### src/hdl/md4hrs_pkg.sv
// Shared types, constants and step tables for the reduced-step MD4 core.
package md4hrs_pkg;

  // Chaining word initial values
  localparam logic [31:0] IV_A = 32'h67452301;
  localparam logic [31:0] IV_B = 32'hefcdab89;
  localparam logic [31:0] IV_C = 32'h98badcfe;
  localparam logic [31:0] IV_D = 32'h10325476;

  // Round additive constants
  localparam logic [31:0] K_ROUND1 = 32'h5a827999;
  localparam logic [31:0] K_ROUND2 = 32'h6ed9eba1;

  localparam logic [5:0] STEPS_MAX = 6'd48;
  localparam logic [7:0] PAD_BYTE  = 8'h80;
  localparam logic [5:0] LEN_START = 6'd56;
  localparam logic [5:0] POS_LAST  = 6'd63;

  typedef enum logic [2:0] {
    S_IDLE,
    S_PAD1,
    S_PAD2,
    S_LOAD,
    S_STEP,
    S_ADD,
    S_OUT
  } state_t;

  // What the current compression belongs to
  typedef enum logic [1:0] {
    PH_DATA,
    PH_PAD1,
    PH_FINAL
  } phase_t;

  typedef struct packed {
    logic absorb;
    logic pad_first;
    logic pad_second;
    logic load;
    logic step;
    logic add;
    logic out_adv;
    logic clear;
  } cmd_t;

  typedef struct packed {
    logic pos_last;
    logic pad_two;
    logic limit_zero;
    logic step_last;
    logic out_last;
  } status_t;

  // Message word index used by step i
  function automatic logic [3:0] word_sel(input logic [5:0] i);
    logic [3:0] sel;
    case (i[5:4])
      2'd0:    sel = i[3:0];
      2'd1:    sel = {i[1:0], i[3:2]};
      default: sel = {i[0], i[1], i[2], i[3]};
    endcase
    return sel;
  endfunction

  // Rotate amount for a round and step position within a group of four
  function automatic logic [4:0] rot_amt(input logic [1:0] rnd, input logic [1:0] j);
    logic [4:0] s;
    case (rnd)
      2'd0: begin
        case (j)
          2'd0:    s = 5'd3;
          2'd1:    s = 5'd7;
          2'd2:    s = 5'd11;
          default: s = 5'd19;
        endcase
      end
      2'd1: begin
        case (j)
          2'd0:    s = 5'd3;
          2'd1:    s = 5'd5;
          2'd2:    s = 5'd9;
          default: s = 5'd13;
        endcase
      end
      default: begin
        case (j)
          2'd0:    s = 5'd3;
          2'd1:    s = 5'd9;
          2'd2:    s = 5'd11;
          default: s = 5'd15;
        endcase
      end
    endcase
    return s;
  endfunction

  function automatic logic [31:0] rotl(input logic [31:0] x, input logic [4:0] s);
    logic [63:0] dbl;
    dbl = {x, x} << s;
    return dbl[63:32];
  endfunction

endpackage

### src/hdl/md4_hash_reduced_steps_core.sv
// MD4 digest over a byte stream with a programmable number of compression
// steps (cfg_wr_data, 0 to 48; larger values run all 48; reset value 48).
// One input word is taken per cycle while bytes fill the 64-byte block.
// The word that completes a block, and every word with message_end set,
// holds off the input while the single shared step unit runs: one step per
// cycle, N steps rounded up to a group of four, between a load and an add.
// Message end adds a padding state, a second padded block when 56 or more
// bytes sit in the last block, and then four digest words a, b, c, d on the
// output channel, last_word marking d. After d is taken the chaining words
// and byte count return to their initial values. The user must change the
// step count only while the core is idle; the core does not enforce this.
module md4_hash_reduced_steps_core
  import md4hrs_pkg::*;
(
  input  logic        clk,
  input  logic        rst,
  input  logic        in_valid,
  output logic        in_ready,
  input  logic [7:0]  data_byte,
  input  logic        byte_present,
  input  logic        message_end,
  output logic        out_valid,
  input  logic        out_ready,
  output logic [31:0] digest_word,
  output logic        last_word,
  input  logic        cfg_wr_en,
  input  logic [5:0]  cfg_wr_data
);

  cmd_t    cmd;
  status_t status;

  md4hrs_ctrl u_ctrl (
    .clk          (clk),
    .rst          (rst),
    .in_valid     (in_valid),
    .in_ready     (in_ready),
    .byte_present (byte_present),
    .message_end  (message_end),
    .out_valid    (out_valid),
    .out_ready    (out_ready),
    .status       (status),
    .cmd          (cmd)
  );

  md4hrs_dp u_dp (
    .clk         (clk),
    .rst         (rst),
    .cmd         (cmd),
    .status      (status),
    .data_byte   (data_byte),
    .cfg_wr_en   (cfg_wr_en),
    .cfg_wr_data (cfg_wr_data),
    .digest_word (digest_word),
    .last_word   (last_word)
  );

  // Input and output sides are never open at once
  assert property (@(posedge clk) disable iff (rst) !(in_ready && out_valid))
    else $error("input ready while digest word pending");

  // Taking the final digest word returns the core to idle
  assert property (@(posedge clk) disable iff (rst)
    out_valid && out_ready && last_word |=> in_ready && !out_valid)
    else $error("core not idle after final digest word");

  // A message end always starts the finishing sequence
  assert property (@(posedge clk) disable iff (rst)
    in_valid && in_ready && message_end |=> !in_ready)
    else $error("message end did not leave idle");

  // Digest words only come out of a finished message: first word is a
  assert property (@(posedge clk) disable iff (rst)
    $rose(out_valid) |-> !last_word)
    else $error("digest output did not start at word a");

endmodule

### src/hdl/md4hrs_dp.sv
// Datapath: block buffer, byte counter, chaining words and the step unit.
module md4hrs_dp
  import md4hrs_pkg::*;
(
  input  logic        clk,
  input  logic        rst,
  input  cmd_t        cmd,
  output status_t     status,
  input  logic [7:0]  data_byte,
  input  logic        cfg_wr_en,
  input  logic [5:0]  cfg_wr_data,
  output logic [31:0] digest_word,
  output logic        last_word
);

  logic [31:0] chain [4];
  logic [31:0] words [16];
  logic [60:0] byte_total;
  logic [5:0]  step_count;
  logic [5:0]  cnt;
  logic [1:0]  oidx;
  // Working words; slot a is the one updated each step, slots rotate on each step
  logic [31:0] wa, wb, wc, wd;

  logic [5:0]  used;
  logic [5:0]  limit;
  logic [63:0] bit_len;
  logic [1:0]  rnd;
  logic [31:0] f_val;
  logic [31:0] k_val;
  logic [31:0] m_val;
  logic [31:0] sum;
  logic [31:0] wa_in;

  assign used    = byte_total[5:0];
  assign bit_len = {byte_total, 3'b000};
  assign limit   = (step_count > STEPS_MAX) ? STEPS_MAX : step_count;
  assign rnd     = cnt[5:4];

  // Round function and constant
  always_comb begin
    case (rnd)
      2'd0: begin
        f_val = wd ^ (wb & (wc ^ wd));
        k_val = '0;
      end
      2'd1: begin
        f_val = (wb & (wc | wd)) | (wc & wd);
        k_val = K_ROUND1;
      end
      default: begin
        f_val = wb ^ wc ^ wd;
        k_val = K_ROUND2;
      end
    endcase
  end

  assign m_val = words[word_sel(cnt)];
  assign sum   = wa + f_val + m_val + k_val;
  // Past the limit the slots only rotate, to realign on a group of four
  assign wa_in = (cnt < limit) ? rotl(sum, rot_amt(rnd, cnt[1:0])) : wa;

  // Status to the controller
  assign status.pos_last   = (used == POS_LAST);
  assign status.pad_two    = (used >= LEN_START);
  assign status.limit_zero = (limit == '0);
  assign status.step_last  = (cnt[1:0] == 2'd3) && ((cnt + 6'd1) >= limit);
  assign status.out_last   = (oidx == 2'd3);

  assign digest_word = chain[oidx];
  assign last_word   = (oidx == 2'd3);

  // Control-side registers
  always_ff @(posedge clk) begin
    if (rst) begin
      step_count <= STEPS_MAX;
      byte_total <= '0;
      oidx       <= '0;
      chain[0]   <= IV_A;
      chain[1]   <= IV_B;
      chain[2]   <= IV_C;
      chain[3]   <= IV_D;
    end else begin
      if (cfg_wr_en) begin
        step_count <= cfg_wr_data;
      end
      if (cmd.absorb) begin
        byte_total <= byte_total + 61'd1;
      end
      if (cmd.add) begin
        chain[0] <= chain[0] + wa;
        chain[1] <= chain[1] + wb;
        chain[2] <= chain[2] + wc;
        chain[3] <= chain[3] + wd;
      end
      if (cmd.out_adv) begin
        oidx <= oidx + 2'd1;
      end
      if (cmd.clear) begin
        byte_total <= '0;
        chain[0]   <= IV_A;
        chain[1]   <= IV_B;
        chain[2]   <= IV_C;
        chain[3]   <= IV_D;
      end
    end
  end

  // Step unit
  always_ff @(posedge clk) begin
    if (cmd.load) begin
      wa  <= chain[0];
      wb  <= chain[1];
      wc  <= chain[2];
      wd  <= chain[3];
      cnt <= '0;
    end else if (cmd.step) begin
      wa  <= wd;
      wb  <= wa_in;
      wc  <= wb;
      wd  <= wc;
      cnt <= cnt + 6'd1;
    end
  end

  // Block buffer: byte writes, padding and length
  always_ff @(posedge clk) begin
    if (cmd.absorb) begin
      words[used[5:2]][{used[1:0], 3'b000} +: 8] <= data_byte;
    end
    if (cmd.pad_first) begin
      for (int w = 0; w < 16; w++) begin
        for (int b = 0; b < 4; b++) begin
          if ((w >= 14) && (used < LEN_START)) begin
            // Length fits behind the pad byte in this block
            words[w][8*b +: 8] <= bit_len[32*(w % 2) + 8*b +: 8];
          end else if (6'(4 * w + b) == used) begin
            words[w][8*b +: 8] <= PAD_BYTE;
          end else if (6'(4 * w + b) > used) begin
            words[w][8*b +: 8] <= '0;
          end
        end
      end
    end
    if (cmd.pad_second) begin
      for (int w = 0; w < 14; w++) begin
        words[w] <= '0;
      end
      words[14] <= bit_len[31:0];
      words[15] <= bit_len[63:32];
    end
  end

endmodule

### src/hdl/md4hrs_ctrl.sv
// Controller: sequences byte intake, padding, compression and digest output.
module md4hrs_ctrl
  import md4hrs_pkg::*;
(
  input  logic    clk,
  input  logic    rst,
  input  logic    in_valid,
  output logic    in_ready,
  input  logic    byte_present,
  input  logic    message_end,
  output logic    out_valid,
  input  logic    out_ready,
  input  status_t status,
  output cmd_t    cmd
);

  state_t state, state_next;
  phase_t phase, phase_next;
  logic   pend, pend_next;
  logic   fire;

  assign fire = in_valid && in_ready;

  always_ff @(posedge clk) begin
    if (rst) begin
      state <= S_IDLE;
      phase <= PH_DATA;
      pend  <= 1'b0;
    end else begin
      state <= state_next;
      phase <= phase_next;
      pend  <= pend_next;
    end
  end

  always_comb begin
    state_next = state;
    phase_next = phase;
    pend_next  = pend;
    cmd        = '0;
    in_ready   = 1'b0;
    out_valid  = 1'b0;
    unique case (state)
      S_IDLE: begin
        in_ready   = 1'b1;
        cmd.absorb = fire && byte_present;
        if (fire) begin
          if (byte_present && status.pos_last) begin
            // Block full: compress, then finish if this word ends the message
            state_next = S_LOAD;
            phase_next = PH_DATA;
            pend_next  = message_end;
          end else if (message_end) begin
            state_next = S_PAD1;
          end
        end
      end
      S_PAD1: begin
        cmd.pad_first = 1'b1;
        phase_next    = status.pad_two ? PH_PAD1 : PH_FINAL;
        state_next    = S_LOAD;
      end
      S_PAD2: begin
        cmd.pad_second = 1'b1;
        phase_next     = PH_FINAL;
        state_next     = S_LOAD;
      end
      S_LOAD: begin
        cmd.load   = 1'b1;
        state_next = status.limit_zero ? S_ADD : S_STEP;
      end
      S_STEP: begin
        cmd.step = 1'b1;
        if (status.step_last) begin
          state_next = S_ADD;
        end
      end
      S_ADD: begin
        cmd.add = 1'b1;
        case (phase)
          PH_DATA: begin
            state_next = pend ? S_PAD1 : S_IDLE;
            pend_next  = 1'b0;
          end
          PH_PAD1: state_next = S_PAD2;
          default: state_next = S_OUT;
        endcase
      end
      S_OUT: begin
        out_valid = 1'b1;
        if (out_ready) begin
          cmd.out_adv = 1'b1;
          if (status.out_last) begin
            cmd.clear  = 1'b1;
            state_next = S_IDLE;
          end
        end
      end
      default: state_next = S_IDLE;
    endcase
  end

endmodule

### config.mk
export PLATFORM = sky130hd
export DESIGN_NAME = md4_hash_reduced_steps_core
export DESIGN_NICKNAME = d
export VERILOG_FILES = /design/src/hdl/md4hrs_pkg.sv /design/src/hdl/md4_hash_reduced_steps_core.sv /design/src/hdl/md4hrs_dp.sv /design/src/hdl/md4hrs_ctrl.sv
export SDC_FILE = /design/constraint.sdc
export NUM_CORES = 2
export LEC_CHECK = 0
export ABC_AREA = 1
export BUFFER_PORTS_ARGS = -buffer_cell sky130_fd_sc_hd__clkbuf_2
export CORE_ASPECT_RATIO = 1.75
export CORE_MARGIN = 2
export CORE_UTILIZATION = 58
export DETAILED_ROUTE_END_ITERATION = 7
export PLACE_DENSITY_LB_ADDON = 0.2
export SETUP_SLACK_MARGIN = 0.02
export SYNTH_ARGS = -nofsm -noshare
export SYNTH_HDL_FRONTEND = slang
export SYNTH_HIERARCHICAL = 1
export SYNTH_SLANG_ARGS = --single-unit
### constraint.sdc
create_clock -name clk -period 5.83 [get_ports clk]
set_input_delay 0.8745 -clock clk [delete_from_list [all_inputs] [get_ports clk]]
set_output_delay 0.8745 -clock clk [all_outputs]
set_load 0.1 [all_outputs]
==> flow_summary.yaml <==
yosys:
  yosys_warnings: 6
  syn_area_um2: 54100
  synth_area_leaders: "dfxtp_1, edfxtp_1, nand2_1"
  synthDistinctLibCells: 73
  synth_top_area_frac: 0.221
  synth_nets: 7997
  synth_flop_cell: "dfxtp_1"
  avgSynthCellArea_um2: 7.06
  ys_async_sr_fraction: 0
  ys_seq_area_frac: 0.362
  yosys.area.top_type: "dfxtp_1"
  synth_edf_count: 253
  yosys_register_bits: 851
  synthCells: 7667
floorplan:
  design.core.area_um2: 92800
  start_util: 0.583
  rows: 148
  die_width_um: 235
  io_pins: 56
  dieArea_um2: 95900
  die_height_um: 408
sta:
  slew_violations: 5
  relSlewSlack: -0.0677
  fin_crit_sh: 0.968
  rsz0062_at_grt: "true"
  fmax_ghz: 0.177
  setup_viol: 0
  finClkSkew_ns: 0.0569
  fin_crit_ns: 5.64
  final_hold_viol_count: 0
  layout_setup_ws_ns: 0.185
  tightest_slew_ns: 1.60
grt:
  grt_pass1_vias: 56557
  track_usage: 0.487
  grt_pass1_wl_mm: 349
  grt_max_degree: 96
  antenna_found_initial: 8
  gr-total-overflow: 0
worst_setup_path:
  cp-startpoint: "u_dp/cnt[4]$_SDFFE_PP0P_"
  cpMostUsedCell: "nand2_1"
  crit_cells: 25
  critPathKind: "reg2reg"
  cp.arrival_ns: 6.08
  start_kind: "flop"
  crit_buf_inv: 4
  worstPathMaxFanout: 20
  reg2reg_from: "u_dp/cnt[4]$_SDFFE_PP0P_"
  crit_slowest_cell: "fa_1"
  crit_required_ns: 6.27
  max_stage_delay_ns: 0.48
  r2r_cells: 25
  r2r_slack_ns: 0.19
  worstSetupEndpointType: "flop"
  crit_family: "simple AND/OR/NAND/NOR gates"
clock_tree:
  cts.htree.levels: 3
  root_buffer: "clkbuf_16"
  clk_path_buf_depth: 3
  clock_latency_ns: 0.77
  cts_sinks: 851
  hold_buffers: 0
  clk_pin_slew_ns: 0.07
  cts_tree: "yes"
  numCtsBuffers: 83
cells_and_area:
  nets: 8063
  num-fill-cells: 8262
  layout-drive-gt1-share: 0.0723
  seq_area_um2: 19600
  multiInputGateArea_um2: 29800
  syn_to_final_growth_pct: 10.2
placed_design:
  place.gp.congestion: 1.10
  pre_cts_slack_ns: 0.135
  io_buffer_count: 55
  dpl.hpwl_mm: 183
drt:
  detail-route-antenna-nets: 0
  via_per_inst: 6.47
  drc: 0
  drt_iter0_markers: 6509
  drtPass1Iterations: 8
  routed_wl_mm: 241
  wire_per_inst_um: 26.7
  vias: 58290
worst_hold_path:
  hold_class: "in2reg"
  hp-start: "cfg_wr_data[5]"
  hold_path_depth: 3
outcome:
  outcome: "finished, violations left"
  violations: "capacitance limit, slew limit"
flow_run:
  maxCapViolations: 1
-- stage by stage --
stage                util  setup TNS [ns]  area (um2)  std cells  hold WS (ns)
floorplan               -               0       54100       7667         0.424
global placement    0.610               0       56600       8840         0.431
detailed placement  0.610               0       56600       8840         0.437
CTS                 0.640               0       59400       8996         0.346
global route        0.643          -0.965       59600       9004         0.348
finish              0.643               0       59600       9007         0.331
-- cell families after synthesis --
logic type | synth area share
AO/OA/AOI/OAI | 0.222
XOR/XNOR | 0.0120
adder cells (fa/ha/maj) | 0.0796
buffers and inverters | 0.0912
flip-flops | 0.362
multiplexers | 0.00557
AND/OR/NAND/NOR | 0.228
-- sequential cells by signal (all words and copies together), names as in the netlist, named ones only --
signal and cells:
u_ctrl/pend 1, u_ctrl/phase 2, u_ctrl/state 3, u_dp/byte_total 61
u_dp/chain 128, u_dp/cnt 6, u_dp/oidx 2, u_dp/step_count 6
u_dp/wa 32, u_dp/wb 32, u_dp/wc 32, u_dp/wd 32
u_dp/words 512
-- what timing repair did --
action / in CTS / in global routing
resized for setup: 0 / 25
buffers inserted: 0 / 5
setup endpoints to repair: 0 / 32
-- per-layer routing --
layer / GRT usage / part of all wire / vias to the layer above
met1: 0.434 / 0.29 / 26835
met4: 0.587 / 0.15 / 4
li1: - / - / 26055
met5: 0.000505 / 0.000096 / -
met3: 0.107 / 0.082 / 1662
met2: 0.836 / 0.48 / 3734
-- cell usage in the layout, fill, tap and decap left out, types with 10 or more instances in the layout --
cell type and count:
a21oi_1 882, inv_1 919, fa_1 59, clkinv_2 14, o21ai_0 801, inv_2 24
nand3_1 423, o21ai_1 26, nor2_2 22, o221ai_1 57, clkbuf_2 55, nand4_1 44
a22oi_1 11, o31ai_1 10, o22ai_1 87, ha_1 250, o21a_1 29, a21o_1 24
nand3b_1 15, xor2_1 28, nor3_1 99, a31oi_1 45, xnor2_1 46, buf_4 220
mux2i_1 29, nor4_1 29, a221oi_1 29, clkinv_1 14, edfxtp_1 253, buf_12 19
clkbuf_16 88, o211ai_1 78, or2_2 29, nor2_1 711, nand2_1 1534, a211oi_1 38
clkbuf_1 27, nand3_2 20, dfxtp_1 594
-- cell type report --
cell class | count | share of cell area
timing repair buffer | 298 | 0.0404
tap | 1200 | 0.0252
antenna | 3 | 0.000126
inverter | 954 | 0.0603
multi-input combinational | 5545 | 0.499
clock inverter | 39 | 0.00816
clock buffer | 117 | 0.0385
sequential | 851 | 0.328
-- path summary, 6_finish.rpt --
path	endpoint
max reg2reg	u_dp/wb[10]$_DFFE_PP_
min	u_dp/step_count[5]$_SDFFE_PP1P_
min reg2reg	u_dp/words[11][25]$_SDFFE_PP0P_
max	u_dp/wb[10]$_DFFE_PP_
-- worst register-to-register path, stage by stage (launching register included) --
cell,delay [ns]
dfxtp_2,0.39
inv_2,0.10
nor2_8,0.16
nand2_4,0.07
nand3_4,0.16
buf_12,0.21
buf_4,0.30
nand2_1,0.07
o211ai_1,0.08
o21ai_0,0.21
o221ai_1,0.21
nand2_1,0.13
fa_1,0.43
fa_1,0.48
ha_1,0.35
nand2_1,0.25
o21ai_0,0.21
a21oi_1,0.24
buf_4,0.15
xor2_1,0.17
o21ai_1,0.17
or2_2,0.39
o211ai_1,0.12
nand3_1,0.10
nand3_1,0.12
a21oi_1,0.06
-- Yosys cell counts (all sizes together) (11+ instances only) --
| cell | number |
|---|---|
| nand4 | 44 |
| nand3b | 15 |
| a31oi | 45 |
| nand3 | 445 |
| nor2 | 738 |
| mux2i | 29 |
| fa | 59 |
| o22ai | 88 |
| a211oi | 38 |
| a22oi | 11 |
| o221ai | 57 |
| xnor2 | 46 |
| edfxtp | 253 |
| nand2 | 1543 |
| a21oi | 889 |
| clkbuf | 225 |
| nor4 | 30 |
| buf | 92 |
| or2 | 33 |
| o21a | 30 |
| inv | 946 |
| xor2 | 28 |
| a21o | 24 |
| ha | 250 |
| o211ai | 78 |
| a221oi | 29 |
| nor3 | 104 |
| dfxtp | 598 |
| o21ai | 831 |
Power is left out: the tool's default activity adds up to more than one toggle a clock period on the data nets, which glitch-free logic cannot reach.
